### src/slr_pkg.sv
// Shared types and constants for the stereo linear resampler.
package slr_pkg;

   localparam int FRAC_WIDTH  = 16;
   localparam int SAMPLE_W    = 16;
   localparam int BASE_W      = 21;
   localparam int ADJ_W       = 18;
   localparam int ADJ_FRAC    = 16;
   localparam int STEP_W      = BASE_W + 1;
   localparam int PHASE_W     = ((FRAC_WIDTH + 1 > STEP_W) ? FRAC_WIDTH + 1 : STEP_W) + 1;
   localparam int MAX_RESULTS = 64;
   localparam int CNT_W       = $clog2(MAX_RESULTS + 1);

   localparam int CSR_ADDR_W  = 3;
   localparam int CSR_DATA_W  = 32;

   localparam logic [BASE_W-1:0]  BASE_STEP_RESET   = BASE_W'(65536);
   localparam logic [PHASE_W-1:0] PHASE_ONE         = PHASE_W'(1) << FRAC_WIDTH;
   localparam logic               CSR_IDX_BASE_STEP = 1'b0;

   typedef logic signed [SAMPLE_W-1:0] sample_type;

   typedef struct packed {
      sample_type              prev;
      sample_type              cur;
      logic [FRAC_WIDTH-1:0]   frac;
   } lane_in_type;

endpackage

### src/slr_step.sv
// Step size unit: base step times rate trim, registered, then clamped and registered.
module slr_step
   import slr_pkg::*;
(
   input  logic                clock,
   input  logic [BASE_W-1:0]   base_step,
   input  logic [ADJ_W-1:0]    rate_adjust,
   output logic [STEP_W-1:0]   step
);

   localparam int PROD_W   = BASE_W + ADJ_W;
   localparam int SCALED_W = PROD_W - ADJ_FRAC;

   logic [PROD_W-1:0]   prod_ff;
   logic [PROD_W-1:0]   prod_in;
   logic [STEP_W-1:0]   step_ff;
   logic [STEP_W-1:0]   step_in;
   logic [SCALED_W-1:0] scaled;
   logic [SCALED_W-1:0] lo_bound;
   logic [SCALED_W-1:0] hi_bound;
   logic [SCALED_W-1:0] clamped;

   assign prod_in  = PROD_W'(base_step) * PROD_W'(rate_adjust);
   assign scaled   = prod_ff[PROD_W-1:ADJ_FRAC];
   assign lo_bound = SCALED_W'(base_step >> 1);
   assign hi_bound = SCALED_W'({base_step, 1'b0});

   always_comb begin
      clamped = scaled;
      if (clamped < lo_bound) begin
         clamped = lo_bound;
      end
      if (clamped > hi_bound) begin
         clamped = hi_bound;
      end
      step_in = clamped[STEP_W-1:0];
   end

   always_ff @(posedge clock) begin
      prod_ff <= prod_in;
      step_ff <= step_in;
   end

   assign step = step_ff;

endmodule

### src/slr_lane.sv
// One channel lane: interpolates between the previous and current sample at a phase fraction.
module slr_lane
   import slr_pkg::*;
(
   input  lane_in_type lane_in,
   output sample_type  sample_out
);

   localparam int PROD_W = SAMPLE_W + FRAC_WIDTH + 2;

   logic signed [SAMPLE_W:0]     prev_ext;
   logic signed [SAMPLE_W:0]     cur_ext;
   logic signed [SAMPLE_W:0]     diff;
   logic signed [FRAC_WIDTH:0]   frac_s;
   logic signed [PROD_W-1:0]     prod;
   logic signed [PROD_W-1:0]     shifted;
   logic signed [SAMPLE_W:0]     delta;
   logic signed [SAMPLE_W:0]     sum;

   always_comb begin
      prev_ext = {lane_in.prev[SAMPLE_W-1], lane_in.prev};
      cur_ext  = {lane_in.cur[SAMPLE_W-1], lane_in.cur};
      diff     = cur_ext - prev_ext;
      frac_s   = $signed({1'b0, lane_in.frac});
      // The arithmetic shift floors towards minus infinity, which matches the
      // rounding for both positive and negative differences.
      prod     = PROD_W'(diff) * PROD_W'(frac_s);
      shifted  = prod >>> FRAC_WIDTH;
      delta    = shifted[SAMPLE_W:0];
      sum      = prev_ext + delta;
   end

   assign sample_out = sum[SAMPLE_W-1:0];

endmodule

### src/stereo_linear_resampler.sv
// Top level of the stereo linear-interpolation sample rate converter.
//
//  Group   Direction  Contents (lowest bit first)
//  req_    in         tdata: in_left[15:0], in_right[31:16], rate_adjust[49:32], zero pad
//  rsp_    out        tdata: out_left[15:0], out_right[31:16]; tlast: run_last
//  csr_    in/out     APB register port, base_step at byte address 0
//
// A frame that only primes the converter is accepted, passes the step multiplier and
// the clamp, and returns to idle. A later frame is accepted, passes the step multiplier
// and the clamp, has its results produced in turn by the shared pair of lanes while
// results are taken at once, and is then retired. Reset is synchronous and active
// high; it clears the phase, the primed flag and the output valid flag and restores
// base_step to 65536. A stalled result holds in the output register and the sequencer
// waits; a new frame is taken only once the previous one has been retired.
module stereo_linear_resampler
   import slr_pkg::*;
(
   input  logic                    clock,
   input  logic                    reset,

   input  logic                    req_tvalid,
   output logic                    req_tready,
   input  logic [55:0]             req_tdata,   // in_left, in_right, rate_adjust, pad

   output logic                    rsp_tvalid,
   input  logic                    rsp_tready,
   output logic [31:0]             rsp_tdata,   // out_left, out_right
   output logic                    rsp_tlast,   // run_last

   input  logic                    csr_psel,
   input  logic                    csr_penable,
   input  logic                    csr_pwrite,
   input  logic [CSR_ADDR_W-1:0]   csr_paddr,
   input  logic [CSR_DATA_W-1:0]   csr_pwdata,
   output logic [CSR_DATA_W-1:0]   csr_prdata,
   output logic                    csr_pready
);

   typedef enum logic [1:0] {
      S_IDLE,
      S_MUL,
      S_CLAMP,
      S_RUN
   } state_type;

   state_type            state_ff, state_in;
   logic [BASE_W-1:0]    base_step_ff, base_step_in;
   logic [PHASE_W-1:0]   phase_ff, phase_in;
   logic [CNT_W-1:0]     cnt_ff, cnt_in;
   logic                 primed_ff, primed_in;
   sample_type           prev_l_ff, prev_l_in;
   sample_type           prev_r_ff, prev_r_in;
   sample_type           cur_l_ff, cur_l_in;
   sample_type           cur_r_ff, cur_r_in;
   logic [ADJ_W-1:0]     adj_ff, adj_in;
   logic                 rsp_valid_ff, rsp_valid_in;
   sample_type           out_l_ff, out_l_in;
   sample_type           out_r_ff, out_r_in;
   logic                 out_last_ff, out_last_in;

   logic [STEP_W-1:0]    step;
   logic [PHASE_W-1:0]   phase_sum;
   lane_in_type          lane_l_in, lane_r_in;
   sample_type           lane_l_out, lane_r_out;
   logic                 csr_wr;
   logic                 csr_idx;
   logic                 emit_ok;
   logic                 out_free;
   logic                 rsp_load;

   // Step size from the current trim; valid from the first run cycle onwards.
   slr_step u_step (
      .clock       (clock),
      .base_step   (base_step_ff),
      .rate_adjust (adj_ff),
      .step        (step)
   );

   // Two lanes, one per channel, share the phase fraction.
   assign lane_l_in = '{prev: prev_l_ff, cur: cur_l_ff, frac: phase_ff[FRAC_WIDTH-1:0]};
   assign lane_r_in = '{prev: prev_r_ff, cur: cur_r_ff, frac: phase_ff[FRAC_WIDTH-1:0]};

   slr_lane u_lane_l (
      .lane_in    (lane_l_in),
      .sample_out (lane_l_out)
   );

   slr_lane u_lane_r (
      .lane_in    (lane_r_in),
      .sample_out (lane_r_out)
   );

   // Register port. Word addressing: the low two address bits are ignored.
   assign csr_idx    = csr_paddr[CSR_ADDR_W-1];
   assign csr_wr     = csr_psel && csr_penable && csr_pwrite && csr_pready;
   assign csr_pready = 1'b1;
   assign csr_prdata = (csr_idx == CSR_IDX_BASE_STEP) ?
                       CSR_DATA_W'(base_step_ff) : '0;

   // A result may be produced while the phase is below one and the per-frame limit
   // has not been reached.
   assign emit_ok   = (phase_ff < PHASE_ONE) && (cnt_ff < CNT_W'(MAX_RESULTS));
   assign out_free  = !rsp_valid_ff || rsp_tready;
   assign phase_sum = phase_ff + PHASE_W'(step);
   assign rsp_load  = (state_ff == S_RUN) && emit_ok && out_free;

   always_comb begin
      state_in     = state_ff;
      base_step_in = base_step_ff;
      phase_in     = phase_ff;
      cnt_in       = cnt_ff;
      primed_in    = primed_ff;
      prev_l_in    = prev_l_ff;
      prev_r_in    = prev_r_ff;
      cur_l_in     = cur_l_ff;
      cur_r_in     = cur_r_ff;
      adj_in       = adj_ff;
      rsp_valid_in = rsp_valid_ff;
      out_l_in     = out_l_ff;
      out_r_in     = out_r_ff;
      out_last_in  = out_last_ff;

      if (csr_wr && (csr_idx == CSR_IDX_BASE_STEP)) begin
         base_step_in = csr_pwdata[BASE_W-1:0];
      end

      if (rsp_valid_ff && rsp_tready) begin
         rsp_valid_in = 1'b0;
      end

      unique case (state_ff)
         S_IDLE: begin
            if (req_tvalid) begin
               cur_l_in = req_tdata[15:0];
               cur_r_in = req_tdata[31:16];
               adj_in   = req_tdata[49:32];
               state_in = S_MUL;
            end
         end
         S_MUL: begin
            state_in = S_CLAMP;
         end
         S_CLAMP: begin
            if (!primed_ff) begin
               // The first frame after reset only becomes the previous frame.
               prev_l_in = cur_l_ff;
               prev_r_in = cur_r_ff;
               primed_in = 1'b1;
               state_in  = S_IDLE;
            end else begin
               cnt_in   = '0;
               state_in = S_RUN;
            end
         end
         S_RUN: begin
            if (emit_ok) begin
               if (out_free) begin
                  rsp_valid_in = 1'b1;
                  out_l_in     = lane_l_out;
                  out_r_in     = lane_r_out;
                  out_last_in  = (phase_sum >= PHASE_ONE) ||
                                 (cnt_ff == CNT_W'(MAX_RESULTS - 1));
                  phase_in     = phase_sum;
                  cnt_in       = cnt_ff + CNT_W'(1);
               end
            end else begin
               // Retire the frame. When the result limit cut the run short the phase
               // restarts from zero.
               phase_in  = (phase_ff >= PHASE_ONE) ? (phase_ff - PHASE_ONE) : '0;
               prev_l_in = cur_l_ff;
               prev_r_in = cur_r_ff;
               state_in  = S_IDLE;
            end
         end
         default: begin
            state_in = S_IDLE;
         end
      endcase
   end

   always_ff @(posedge clock) begin
      if (reset) begin
         state_ff     <= S_IDLE;
         base_step_ff <= BASE_STEP_RESET;
         phase_ff     <= '0;
         cnt_ff       <= '0;
         primed_ff    <= 1'b0;
         prev_l_ff    <= '0;
         prev_r_ff    <= '0;
         rsp_valid_ff <= 1'b0;
      end else begin
         state_ff     <= state_in;
         base_step_ff <= base_step_in;
         phase_ff     <= phase_in;
         cnt_ff       <= cnt_in;
         primed_ff    <= primed_in;
         prev_l_ff    <= prev_l_in;
         prev_r_ff    <= prev_r_in;
         rsp_valid_ff <= rsp_valid_in;
      end
      cur_l_ff    <= cur_l_in;
      cur_r_ff    <= cur_r_in;
      adj_ff      <= adj_in;
      out_l_ff    <= out_l_in;
      out_r_ff    <= out_r_in;
      out_last_ff <= out_last_in;
   end

   assign req_tready = (state_ff == S_IDLE);
   assign rsp_tvalid = rsp_valid_ff;
   assign rsp_tdata  = {out_r_ff, out_l_ff};
   assign rsp_tlast  = out_last_ff;

   // A frame is worked on alone: after a transaction is accepted the input stays closed.
   assert property (@(posedge clock) disable iff (reset)
      (req_tvalid && req_tready) |=> !req_tready)
      else $error("input accepted while a frame was still in progress");

   // The per-frame result count never passes the limit.
   assert property (@(posedge clock) disable iff (reset)
      cnt_ff <= CNT_W'(MAX_RESULTS))
      else $error("result count beyond the per-frame limit");

   // A new result is only loaded when the held one has gone or is being taken.
   assert property (@(posedge clock) disable iff (reset)
      rsp_load |-> (!rsp_tvalid || rsp_tready))
      else $error("output register overwritten while a result was held");

   // A run cut short by the result limit retires to idle with the phase cleared.
   assert property (@(posedge clock) disable iff (reset)
      (state_ff == S_RUN && !emit_ok && phase_ff < PHASE_ONE)
      |=> (state_ff == S_IDLE && phase_ff == '0))
      else $error("frame retired with an inconsistent phase");

endmodule

### config.mk
export PLATFORM = sky130hd
export DESIGN_NAME = stereo_linear_resampler
export DESIGN_NICKNAME = d
export VERILOG_FILES = /design/src/slr_pkg.sv /design/src/slr_step.sv /design/src/slr_lane.sv /design/src/stereo_linear_resampler.sv
export SDC_FILE = /design/constraint.sdc
export NUM_CORES = 2
export LEC_CHECK = 0
export ABC_AREA = 0
export BUFFER_PORTS_ARGS = -buffer_cell sky130_fd_sc_hd__buf_2
export CORE_ASPECT_RATIO = 2
export CORE_MARGIN = 5
export CORE_UTILIZATION = 45
export DETAILED_ROUTE_END_ITERATION = 8
export PLACE_DENSITY = 0.68
export SYNTH_ARGS = -nofsm -noshare
export SYNTH_HDL_FRONTEND = slang
export SYNTH_HIERARCHICAL = 1
export SYNTH_SLANG_ARGS = --single-unit
### constraint.sdc
create_clock -name clock -period 9.5 [get_ports clock]
set_input_delay 1.425 -clock clock [delete_from_list [all_inputs] [get_ports clock]]
set_output_delay 1.425 -clock clock [all_outputs]
set_load 0.01 [all_outputs]
# After elaboration in Yosys (flattened, before gate mapping)
# Cells that the tools add are included.
[totals]
register_bits = 231
inputBits = 98
output_inout_bits = 68
word_cells = 85
[classes]
n_addsub = 7
n_mul = 3
order_cmp = 6
n_eq_ne = 11
muxes = 24
bitwise_logic = 1
reduce_logical = 16
[op_table]
columns = ["operator", "count"]
rows = [
  ["$mux W23", 4],
  ["$mul A17 B17 Y32", 2],
  ["$mux W16", 4],
  ["$pmux W16 S2", 2],
  ["$ge A23 B17 Y1 const B", 2],
  ["$mul A21 B18 Y39", 1],
  ["$sub A16 B16 Y17", 2],
  ["$add A16 B16 Y16", 2],
  ["$add A23 B22 Y23", 1],
  ["$gt A23 B22 Y1", 1],
  ["$lt A23 B17 Y1 const B", 1],
  ["$lt A23 B20 Y1", 1],
  ["$sub A23 B17 Y23 const B", 1],
  ["$mux W22", 1],
  ["$mux W21", 1],
  ["$mux W7", 3],
  ["$pmux W7 S2", 1],
  ["$ne A2 B2 Y1 const B", 6],
  ["$pmux W2 S4", 1],
  ["$add A7 B1 Y7 const B", 1],
  ["$eq A7 B6 Y1 const B", 1],
  ["$lt A7 B7 Y1 const B", 1],
  ["$mux W2", 3],
  ["$reduce_and A2 Y1", 3],
  ["12 further kinds", 22],
]

# Depth between registers and ports, before layout
[depth]
depth_word = 5
ltp_mapped = 45
depth_no_buf = 45

# Hierarchy
# The synthesis kept the hierarchy.
[modules_own_cells]
columns = ["mod", "instances", "cells_per_inst", "area_per_inst_um2", "seq_area_each_um2"]
rows = [
  ["slr_step", 1, 1640, 14213.6, 900.9],
  ["slr_lane at u_lane_r", 1, 1284, 11215.8, 0.0],
  ["slr_lane at u_lane_l", 1, 1282, 11111.9, 0.0],
  ["stereo_linear_resampler", 1, 684, 7228.2, 4234.1],
]

# Least setup slack after synthesis
# No wires, ideal clock.
[synth_path]
path_type = "flip-flop to flip-flop"
startpoint = "register cur_l_ff[0]"
endpoint = "register out_l_ff[15], data pin"
setup_time_ps = 268
arrival_ps = 9144
slack_ps = 88
stages_incl_launch_ff = 43
path_buffers = 1
synth_period_minus_slack_ps = 9412
cell_sequence = "edfxtp_1 -> inv_1 -> ha_1 -> fa_1 -> nor2b_1 -> o21ai_0 -> a21boi_0 -> o21ai_0 -> o211ai_1 -> a31oi_1 -> nor2b_1 -> xnor2_1 -> clkbuf_1 -> and2_1 -> fa_1 -> inv_1 -> fa_1 -> fa_1 -> [7 not listed] -> a211oi_1 -> nand2_2 -> and3_1 -> o21ai_0 -> inv_1 -> o21ai_0 -> a221oi_1 -> ha_1 -> nand2_1 -> o21ai_0 -> o211a_1 -> o21ai_1 -> nand2b_1 -> and3_1 -> or4b_1 -> a31o_2 -> a21oi_1 -> xnor3_1"
[synth_between]
elab_chain_cells = 3
[synth_lines]
columns = ["item", "line_no", "text"]
rows = [
  ["start, declared", "stereo_linear_resampler.sv:53", "sample_type cur_l_ff, cur_l_in;"],
  ["start signal, assigned", "stereo_linear_resampler.sv:201", "cur_l_ff <= cur_l_in;"],
  ["$sub A16 B16 Y17", "slr_lane.sv:23", "diff = cur_ext - prev_ext;"],
  ["$mul A17 B17 Y32", "slr_lane.sv:27", "prod = PROD_W'(diff) * PROD_W'(frac_s);"],
  ["$add A16 B16 Y16", "slr_lane.sv:30", "sum = prev_ext + delta;"],
  ["named net lane_l_out[15]", "stereo_linear_resampler.sv:64", "sample_type lane_l_out, lane_r_out;"],
  ["end signal, assigned", "stereo_linear_resampler.sv:204", "out_l_ff <= out_l_in;"],
  ["end, declared", "stereo_linear_resampler.sv:57", "sample_type out_l_ff, out_l_in;"],
]
# The timed path passes the listed nets, and every way through them passes these cells.
# A chain may end at the register's enable or synchronous reset.

# Worst setup path after layout
[layout_path]
startpoint = "register cur_l_ff[0]"
endpoint = "register out_l_ff[9], data pin"
# The elaborated chain is that of the path after synthesis.

==> key figures <==
Placement
  • RD Place Congestion: around 0.93
  • PortBufs: 134
  • Placed cells: 6342
  • Dpl hpwl: 97.5 mm

CTS
  • H-tree levels: 1
  • Clk root buf: clkbuf_16
  • Clk slew on worst S/H paths: 0.06 ns
  • Clock tree buffer depth: 3
  • CTS hold repair buffers: 0
  • CTS Buf Count: 24
  • CTS tree: done
  • Clk Latency, worst-skew pair: 0.61 ns
  • Clk sinks: 215

Synth
  • EDFF count, synth: 83
  • Synth cell types: 101
  • Syn_area_per_cell: about 9.0 um2
  • Number of cells produced by synthesis: 4890
  • Dominant synthesized flop cell: dfxtp_1
  • Post-Syn Area: 43800 um2
  • Synthesis-stage register bit count: 215
  • Register area share after synthesis: a little under an eighth
  • Asr flop ratio synth: 0%
  • Yosys warnings: 6

Routing
  • Residual DRC: 0
  • Routed len/inst: 18.5 um
  • Vias per cell: 5.23
  • Iter 0 DRT Violations: roughly 1400
  • Detailed-route via count: 33600
  • WL final: 119 mm
  • Routed Antenna Nets: 0
  • DR pass1 iterations: 5

Die
  • Die Y: 451 um
  • Die area: 104000 um2
  • FP Rows: 161
  • CORE AREA: 96500 um2
  • DIE WIDTH: ~230 um
  • Top-Level Pins: 166
  • Initial core utilization: 45.4%

Timing
  • Worst Tran Pin Value: ~1.2 ns
  • Setup_tns: 0 ns
  • Relative slew slack: 18.0%
  • Pins over their slew limit: 0
  • Final Hold Violating Endpoints: 0
  • Setup Skew: 0.0289 ns
  • Final setup violating endpoints: 0
  • Max Freq: 105 MHz
  • RSZ-0062 raised after global routing: true
  • Final Cycle Share: roughly 100%
  • Crit path time final: around 9.5 ns

GRT
  • Vias in the first global route: approximately 38000
  • Initial antenna violation count: 4
  • Largest net degree at the start of global routing: roughly 70
  • First-pass GRT wire length: 188 mm
  • Grt ovf: 0
  • Tot GR Track Use: 22.8%

Outcome
  • Status: finished, final reports clean

Power
  • Pwr Total: about 0.0038 W
  • VDD IR max: roughly 0.16 mV
  • Leak: approximately 25 nW
  • Pwr/cell area: about 78 nW/um2

Setup path
  • Crit path kind: reg -> reg
  • Worst endpoint required time: slightly below 10 ns
  • CP Max Fanout: 4
  • CP startpoint kind: register
  • Cell mode on critical path: buf_4
  • WP data arrival: about 9.8 ns
  • Worst Setup End Kind: register
  • Biggest cell delay along the critical path: 0.53 ns
  • Slowest cell on crit path: fa_1

Final layout
  • Fraction of layout cells with a size suffix above 1: 13.2%
  • Non-Filler Instances: 6425
  • Post-layout util: about half
  • Post-synthesis to final-layout area growth: 12.4%
  • # nets final: 6520

Flow run
  • Max_cap viols: 0

Worst hold path
  • Hold/Removal Path Class: reg -> reg
-- layout by cell type (no fill, tap or decap), types with 11 or more instances in the layout --
cell type,n
nor3_1,30
and3_1,13
inv_1,1144
mux2_1,13
ha_4,15
fa_1,824
conb_1,12
and2_1,363
inv_2,15
xor2_1,37
nor2b_1,80
nand4_1,24
xnor2_2,11
nand3_1,31
o21ai_2,12
clkbuf_16,26
or3_1,12
o21ai_0,38
ha_1,381
nand2_1,685
a21o_1,40
a21oi_1,142
dfxtp_1,132
xnor2_1,99
nand2b_1,36
buf_2,133
buf_4,309
nor2_1,112
a21oi_2,17
o21ai_1,35
o21a_1,15
edfxtp_1,83
fa_2,13
o21bai_1,12
-- per-stage QoR --
| stage | hold WS (ns) | setup slack (ns) | instance area [um2] |
|---|---|---|---|
| floorplan | 0.454 | 0.0883 | 43800 |
| global placement | 0.456 | -0.543 | 47300 |
| detailed placement | 0.464 | -0.627 | 47300 |
| CTS | 0.474 | -0.0261 | 48700 |
| global route | 0.506 | -0.398 | 49200 |
| finish | 0.473 | 0.000631 | 49200 |
-- report_power, final --
group	internal (W)	switching, W	total [W]
Combinational	0.000714	0.000970	0.00168
Sequential	0.00106	0.000101	0.00116
Clock	0.000513	0.000463	0.000977
-- flip-flops by register name, summed over array words and instances, names as in the netlist, 16 cells and up --
register        flops
prev_r_ff          16
u_step/step        22
cur_r_ff           16
phase_ff           23
u_step/prod_ff     23
out_l_ff           16
adj_ff             18
out_r_ff           16
base_step_ff       21
prev_l_ff          16
cur_l_ff           16
-- what timing repair did --
| item | 4_1_cts | 5_1_grt |
|---|---|---|
| pin swaps | 104 | 88 |
| cloned | 0 | 0 |
| buffers inserted | 28 | 9 |
| endpoints found under the setup margin | 8 | 12 |
| gates resized for setup | 97 | 93 |
-- synthesized netlist by cell type (58+ instances only) --
master	n	share of area [%]
inv_1	1159	9.9
xnor2_1	110	2.2
edfxtp_1	83	5.7
ha_1	403	12
o21ai_0	58	0.66
fa_1	837	38
a21oi_1	160	1.8
and2_1	371	5.3
nor2b_1	85	1.2
dfxtp_1	132	6.0
nor2_1	121	1.0
nand2_1	688	5.9
clkbuf_1	164	1.4
-- layer usage --
metal	track usage [%]	vias up	routed length (um)
met5	0	-	7
met4	15.6	2	9980
met3	2.38	488	4850
met2	45.1	1009	66100
met1	21.6	16800	38100
li1	-	15300	-
-- path summary, 6_finish.rpt --
| kind | start | end | slack, ns | depth (start not counted) |
|---|---|---|---|---|
| worst max-delay path | cur_l_ff[0]$_DFFE_PP_ | out_l_ff[9]$_DFFE_PP_ | 0.0006 | 51 |
| worst min-delay path | base_step_ff[5]$_SDFFE_PP0P_ | base_step_ff[5]$_SDFFE_PP0P_ | 0.47 | 2 |
| worst max register to register | cur_l_ff[0]$_DFFE_PP_ | out_l_ff[9]$_DFFE_PP_ | 0.0006 | 51 |
| worst min register to register | base_step_ff[5]$_SDFFE_PP0P_ | base_step_ff[5]$_SDFFE_PP0P_ | 0.47 | 2 |
-- area by class of cell --
| class | count | area [um2] |
|---|---|---|
| Antenna cell | 3 | 7.51 |
| Tap cell | 1222 | 1530 |
| Multi-Input combinational cell | 3330 | 34300 |
| Inverter | 1159 | 4350 |
| Timing Repair Buffer | 452 | 3120 |
| Clock buffer | 29 | 672 |
| Sequential cell | 215 | 5130 |
| Fill cell | 8891 | 47300 |
| Clock inverter | 15 | 118 |
-- critical path, delay by kind of cell (launching register included) --
kind,cells,cell delay [ns]
fa+ha+maj,10,3.88
buf+inv,18,1.92
compound gates,11,1.73
simple gates,10,1.05
flops,1,0.38
xor+xnor,2,0.28
-- kinds of logic (layout without fill, tap and decap cells) --
group | Yosys count | in the layout | synth area share, %
AO/OA/AOI/OAI | 437 | 437 | 6.60
XOR/XNOR | 151 | 151 | 3.07
adder cells (fa/ha/maj) | 1240 | 1240 | 49.8
buffers and inverters | 1355 | 1655 | 11.8
flip-flops | 215 | 215 | 11.7
multiplexers | 26 | 26 | 0.663
other | 2 | 15 | 0.0172
AND/OR/NAND/NOR | 1464 | 1464 | 16.3
Power figures use the tool's default switching activity.
